File: config.mk
export PLATFORM = sky130hd
export DESIGN_NAME = chi_ctrl
export DESIGN_NICKNAME = d
export VERILOG_FILES = /design/src/design/chi_pkg.sv /design/src/design/chi_ctrl.sv
export SDC_FILE = /design/constraint.sdc
export NUM_CORES = 1
export LEC_CHECK = 0
export ABC_AREA = 1
export BUFFER_PORTS_ARGS = -buffer_cell sky130_fd_sc_hd__buf_2
export CORE_AREA = 2 2 39 41
export CTS_BUF_LIST = sky130_fd_sc_hd__clkbuf_4 sky130_fd_sc_hd__clkbuf_8 sky130_fd_sc_hd__clkbuf_16
export CTS_CLUSTER_SIZE = 30
export DETAILED_ROUTE_END_ITERATION = 10
export DIE_AREA = 0 0 41 43
export PLACE_DENSITY_LB_ADDON = 0.15
export SYNTH_ARGS = -nofsm -noshare
export SYNTH_HDL_FRONTEND = slang
export SYNTH_SLANG_ARGS = --single-unit
export TNS_END_PERCENT = 20
File: constraint.sdc
create_clock -name i_clk -period 2.5 [get_ports i_clk]
set_input_delay 0.5 -clock i_clk [delete_from_list [all_inputs] [get_ports i_clk]]
set_output_delay 0.5 -clock i_clk [all_outputs]
set_load 0.01 [all_outputs]
File: src/design/chi_pkg.sv
package chi_pkg;

    localparam int BUCKETS_DEF      = 1009;
    localparam int POOL_ENTRIES_DEF = 1024;

    localparam int KEY_W    = 31;
    localparam int HANDLE_W = 16;
    localparam int FUNC_W   = 2;
    localparam int STATUS_W = 2;

    localparam logic [FUNC_W-1:0] FUNC_LOOKUP = 2'd0;
    localparam logic [FUNC_W-1:0] FUNC_INSERT = 2'd1;
    localparam logic [FUNC_W-1:0] FUNC_REMOVE = 2'd2;
    localparam logic [FUNC_W-1:0] FUNC_UNUSED = 2'd3;

    localparam logic [STATUS_W-1:0] STATUS_DONE      = 2'd0;
    localparam logic [STATUS_W-1:0] STATUS_NOT_FOUND = 2'd1;
    localparam logic [STATUS_W-1:0] STATUS_FULL      = 2'd2;

    typedef struct packed {
        logic [FUNC_W-1:0]   func;
        logic [KEY_W-1:0]    key;
        logic [HANDLE_W-1:0] handle;
    } t_req;

    typedef struct packed {
        logic [STATUS_W-1:0] status;
        logic [HANDLE_W-1:0] found_handle;
    } t_rsp;

    // controller to datapath
    typedef struct packed {
        logic load;        // capture request, start bucket mod
        logic mod_step;    // one step of the bucket reduction
        logic rd_head;     // read bucket head memory
        logic take_head;   // current = head
        logic rd_entry;    // read entry at current
        logic advance;     // prev = cur, cur = link
        logic do_insert;   // write new entry and head
        logic do_remove;   // unlink current
        logic clr_step;    // clear one bucket head row
        logic set_rsp;     // latch response
        logic [STATUS_W-1:0] rsp_status;
        logic rsp_hit;
    } t_cmd;

    // datapath to controller
    typedef struct packed {
        logic mod_done;
        logic cur_ok;      // current pointer valid and in range
        logic key_match;
        logic walk_limit;
        logic can_alloc;
        logic clr_done;
    } t_sts;

endpackage

File: src/design/chi_ctrl.sv
module chi_ctrl (
    input  logic                       i_clk,
    input  logic                       i_rst_n,
    input  logic                       i_req_valid,
    input  logic [chi_pkg::FUNC_W-1:0] i_func,
    output logic                       o_req_ready,
    output logic                       o_rsp_valid,
    input  logic                       i_rsp_ready,
    input  chi_pkg::t_sts              i_sts,
    output chi_pkg::t_cmd              o_cmd
);
    import chi_pkg::*;

    localparam logic [2:0] S_IDLE  = 3'd0;
    localparam logic [2:0] S_MOD   = 3'd1;
    localparam logic [2:0] S_HEAD  = 3'd2;
    localparam logic [2:0] S_TAKE  = 3'd3;
    localparam logic [2:0] S_READ  = 3'd4;
    localparam logic [2:0] S_CHECK = 3'd5;
    localparam logic [2:0] S_INS   = 3'd6;
    localparam logic [2:0] S_CLR   = 3'd7;

    logic [2:0]        r_state, n_state;
    logic [FUNC_W-1:0] r_func;
    logic              r_rsp_valid, n_rsp_valid;

    // a new item may enter once the previous beat's result slot is free
    assign o_req_ready = (r_state == S_IDLE) && (!r_rsp_valid || i_rsp_ready);
    assign o_rsp_valid = r_rsp_valid;

    always_comb begin
        n_state     = r_state;
        n_rsp_valid = r_rsp_valid && !i_rsp_ready;
        o_cmd       = '0;
        unique case (r_state)
            S_CLR: begin
                o_cmd.clr_step = 1'b1;
                if (i_sts.clr_done) n_state = S_IDLE;
            end
            S_IDLE: begin
                if (i_req_valid && o_req_ready) begin
                    o_cmd.load = 1'b1;
                    n_state = S_MOD;
                end
            end
            S_MOD: begin
                o_cmd.mod_step = 1'b1;
                if (i_sts.mod_done) n_state = S_HEAD;
            end
            S_HEAD: begin
                o_cmd.rd_head = 1'b1;
                n_state = S_TAKE;
            end
            S_TAKE: begin
                if (r_func == FUNC_INSERT) begin
                    n_state = S_INS;
                end else if (r_func == FUNC_LOOKUP || r_func == FUNC_REMOVE) begin
                    o_cmd.take_head = 1'b1;
                    n_state = S_READ;
                end else begin
                    o_cmd.set_rsp = 1'b1;
                    o_cmd.rsp_status = STATUS_NOT_FOUND;
                    n_rsp_valid = 1'b1;
                    n_state = S_IDLE;
                end
            end
            S_READ: begin
                if (i_sts.cur_ok && !i_sts.walk_limit) begin
                    o_cmd.rd_entry = 1'b1;
                    n_state = S_CHECK;
                end else begin
                    o_cmd.set_rsp = 1'b1;
                    o_cmd.rsp_status = STATUS_NOT_FOUND;
                    n_rsp_valid = 1'b1;
                    n_state = S_IDLE;
                end
            end
            S_CHECK: begin
                if (i_sts.key_match) begin
                    o_cmd.set_rsp = 1'b1;
                    o_cmd.rsp_status = STATUS_DONE;
                    o_cmd.rsp_hit = (r_func == FUNC_LOOKUP);
                    o_cmd.do_remove = (r_func == FUNC_REMOVE);
                    n_rsp_valid = 1'b1;
                    n_state = S_IDLE;
                end else begin
                    o_cmd.advance = 1'b1;
                    n_state = S_READ;
                end
            end
            S_INS: begin
                o_cmd.set_rsp = 1'b1;
                n_rsp_valid = 1'b1;
                n_state = S_IDLE;
                if (i_sts.can_alloc) begin
                    o_cmd.do_insert = 1'b1;
                    o_cmd.rsp_status = STATUS_DONE;
                end else begin
                    o_cmd.rsp_status = STATUS_FULL;
                end
            end
            default: n_state = S_IDLE;
        endcase
    end

    always_ff @(posedge i_clk) begin
        if (!i_rst_n) begin
            r_state     <= S_CLR;
            r_rsp_valid <= 1'b0;
            r_func      <= FUNC_LOOKUP;
        end else begin
            r_state     <= n_state;
            r_rsp_valid <= n_rsp_valid;
            if (o_cmd.load) r_func <= i_func;
        end
    end

endmodule

==> impl_metrics.csv <==
group,metric,value,unit
drt,drc_errors,0,
final_layout,drive_above_1_share,37.7,%
pwr,p_leak,0.390,nW
logic_synthesis,synth_top_area_share,24.7,%
logic_synthesis,seq_area_frac_synth,24.7,%
pwr,sw_frac_of_total,39.8,%
logic_synthesis,synth_nets,91,
pwr,peakVddDrop,278,uV
clocking,post_cts_resized,0,
logic_synthesis,yosys-top-cells-area,"dfxtp_1 (25%), nor2_1 (13%), inv_1 (11%)",
logic_synthesis,synth_seq_cells,6,
placement,preCtsSetupSlack,0.798,ns
pwr,pwr-share-seq,36.9,%
hold_path,hold_path_class,"in -> reg",
clocking,cts_setup_buffers,0,
global_route,grt_usage,14.9,%
global_route,grt_pass1_vias,448,
timing,worst_pin_slew,0.475,ns
clocking,cts_root_buf,"clkbuf_4",
clocking,cts_tree,"yes",
clocking,ctsHtreeMaxLevel,1,
setup_path,crit_chain,"clkinv_2 > nand3_1 > nand2_1 > nor2_1 > inv_1 > buf_2",
pwr,power.density,571,nW/um2
drt,vias,553,
timing,grt_setup_unrepaired,"no",
drt,drtIter0Drc,11,
pwr,combPwrFrac,38.7,%
timing,max_freq,513,MHz
die,die_area,1760,um2
pwr,p_clk_share,24.5,%
setup_path,crit_required,2.00,ns
timing,maxSlewHeadroom,68.3,%
placement,globalplace.congestion,0.807,
final_layout,diodes,0,
status,status,"finished clean",
timing,timing.final.crit_share,78.0,%
setup_path,cp_max_fo,8,
final_layout,final_cell_mix,"buf_2 (26), nor2_1 (17), inv_1 (14)",
final_layout,area_delta_synth_final,31.7,%
placement,portBuffers,26,
timing,skew,0.00712,ns
global_route,grt_max_degree,12,
timing,fin_setup_tns,0,ns
setup_path,path_buf_inv,3,
job,drv_cap,0,
setup_path,critPathCaptureType,"primary output",
timing,fin_crit,1.95,ns
die,fp.dieH,43,um
clocking,cts.clk_slew.worst_paths,0.05,ns
clocking,worstSkewPairLatency,0.24,ns
drt,ant_nets,0,
die,dieWidth,41,um
setup_path,crit_type,"reg -> out",
die,ios,27,
pwr,p_int,0.000220,W
timing,finalMaxSlewViolations,0,
final_layout,final_nets,120,
global_route,antenna_found_initial,0,
die,initial_core_util,35.1,%
logic_synthesis,syn_inst,79,
timing,hold_viol_final,0,
die,rows,14,
drt,firstDrtPassIters,4,
clocking,clock_sinks,6,
logic_synthesis,yosys_warnings,0,
drt,via_per_inst,4.53,
clocking,cts_buffers,3,
drt,wl,1120,um
logic_synthesis,syn_area,485,um2
logic_synthesis,avgSynthCellArea,6.15,um2
setup_path,crit_slowest_cell,"dfxtp_1",
logic_synthesis,synth_cell_types,22,
setup_path,worst_path_largest_cell_delay,0.51,ns
pwr,netSwitchingPower,0.000145,W
setup_path,start_kind,"flop",
final_layout,final_common_cell,"buf_2",
drt,post_drt_wl_per_cell,9.17,um
global_route,grt_pass1_wl,1790,um
setup_path,worst_path_dominant_cell_family,"flip-flops",
global_route,overflow,0,
placement,hpwl,938,um
logic_synthesis,synth_top_area_cell,"dfxtp_1",
clocking,cts_hold_buf,0,
timing,fin_ws,0.550,ns
clocking,ctsLongestPathBuffers,2,
timing,setup_viol,0,
die,fp.coreArea,1380,um2
setup_path,cp.arrival,1.45,ns
[logic make-up (layout without fill, tap and decap cells)]
logic type / Yosys count / in the layout / synth area share (%)
buffers and inverters: 18 / 45 / 16.5
AOI/OAI and AO/OA: 6 / 6 / 7.73
and+or+nand+nor: 49 / 49 / 51.0
DFF: 6 / 6 / 24.7
[metrics by stage]
stage / power, W / std cells / hold slack [ns] / instance area (um2) / utilization [%]
2_1_floorplan: 0.000240 / 79 / 0.540 / 485 / -
3_3_place_gp: 0.000278 / 119 / 0.574 / 617 / 44.6
3_5_place_dp: 0.000279 / 119 / 0.561 / 617 / 44.6
4_1_cts: 0.000371 / 122 / 0.473 / 639 / 46.2
5_1_grt: 0.000394 / 122 / 0.513 / 639 / 46.2
6_report: 0.000365 / 122 / 0.480 / 639 / 46.2
[worst paths after layout]
path                   start         end  slack [ns]  cells after the start
setup / recovery  r_state[0]    o_cmd[3]        0.55                      6
hold / removal     i_func[1]   r_func[1]        0.48                      3
setup reg to reg  r_state[2]  r_state[1]        1.14                      5
hold reg to reg    r_func[0]   r_func[0]        0.57                      4
[layout make-up]
type / instances / area, um2
tap: 16 / 20.0
multi-input combinational: 55 / 285
sequential: 6 / 120
clock buffer: 3 / 22.5
fill: 157 / 744
timing repair buffer: 26 / 130
inverter: 16 / 61.3
[synth_stat cells]
| cell type | n |
|---|---|
| o22ai_1 | 1 |
| nor2_1 | 17 |
| inv_2 | 1 |
| nand3_2 | 1 |
| nor2_2 | 1 |
| clkinv_2 | 1 |
| nand3_1 | 6 |
| nor3_2 | 1 |
| nor3_1 | 5 |
| buf_4 | 1 |
| a21oi_2 | 1 |
| a21oi_1 | 1 |
| o211ai_1 | 1 |
| nand2_4 | 2 |
| o21ai_1 | 2 |
| dfxtp_1 | 6 |
| nand2_2 | 1 |
| nand4_1 | 1 |
| inv_1 | 14 |
| buf_6 | 1 |
| nor2_4 | 2 |
| nand2_1 | 12 |
[state kept, by name (all words and copies together), names as in the netlist]
name and cells:
o_rsp_valid 1, r_func 2, r_state 3
[power groups by stage]
stage / registers (W) / logic, W / clock network [W]
2_1_floorplan: 0.000120 / 0.000120 / 0
3_3_place_gp: 0.000136 / 0.000142 / 0
3_5_place_dp: 0.000137 / 0.000142 / 0
4_1_cts: 0.000135 / 0.000143 / 0.0000932
5_1_grt: 0.000137 / 0.000159 / 0.0000979
6_report: 0.000135 / 0.000141 / 0.0000893
[layer usage]
metal | wire length [um] | GRT usage (%) | vias to the layer above
li1 | - | - | 301
met1 | 538 | 21.0 | 232
met2 | 478 | 20.3 | 18
met3 | 87 | 1.57 | 2
met4 | 15 | 10.0 | 0
met5 | 0 | 0 | -
[worst register-to-register path, delay by kind of cell, from the launching register on]
family | cells | cell delay [ns]
buf+inv | 1 | 0.19
flops | 1 | 0.61
simple gates | 4 | 0.46
Note: power is estimated with default switching activity, not from simulation.
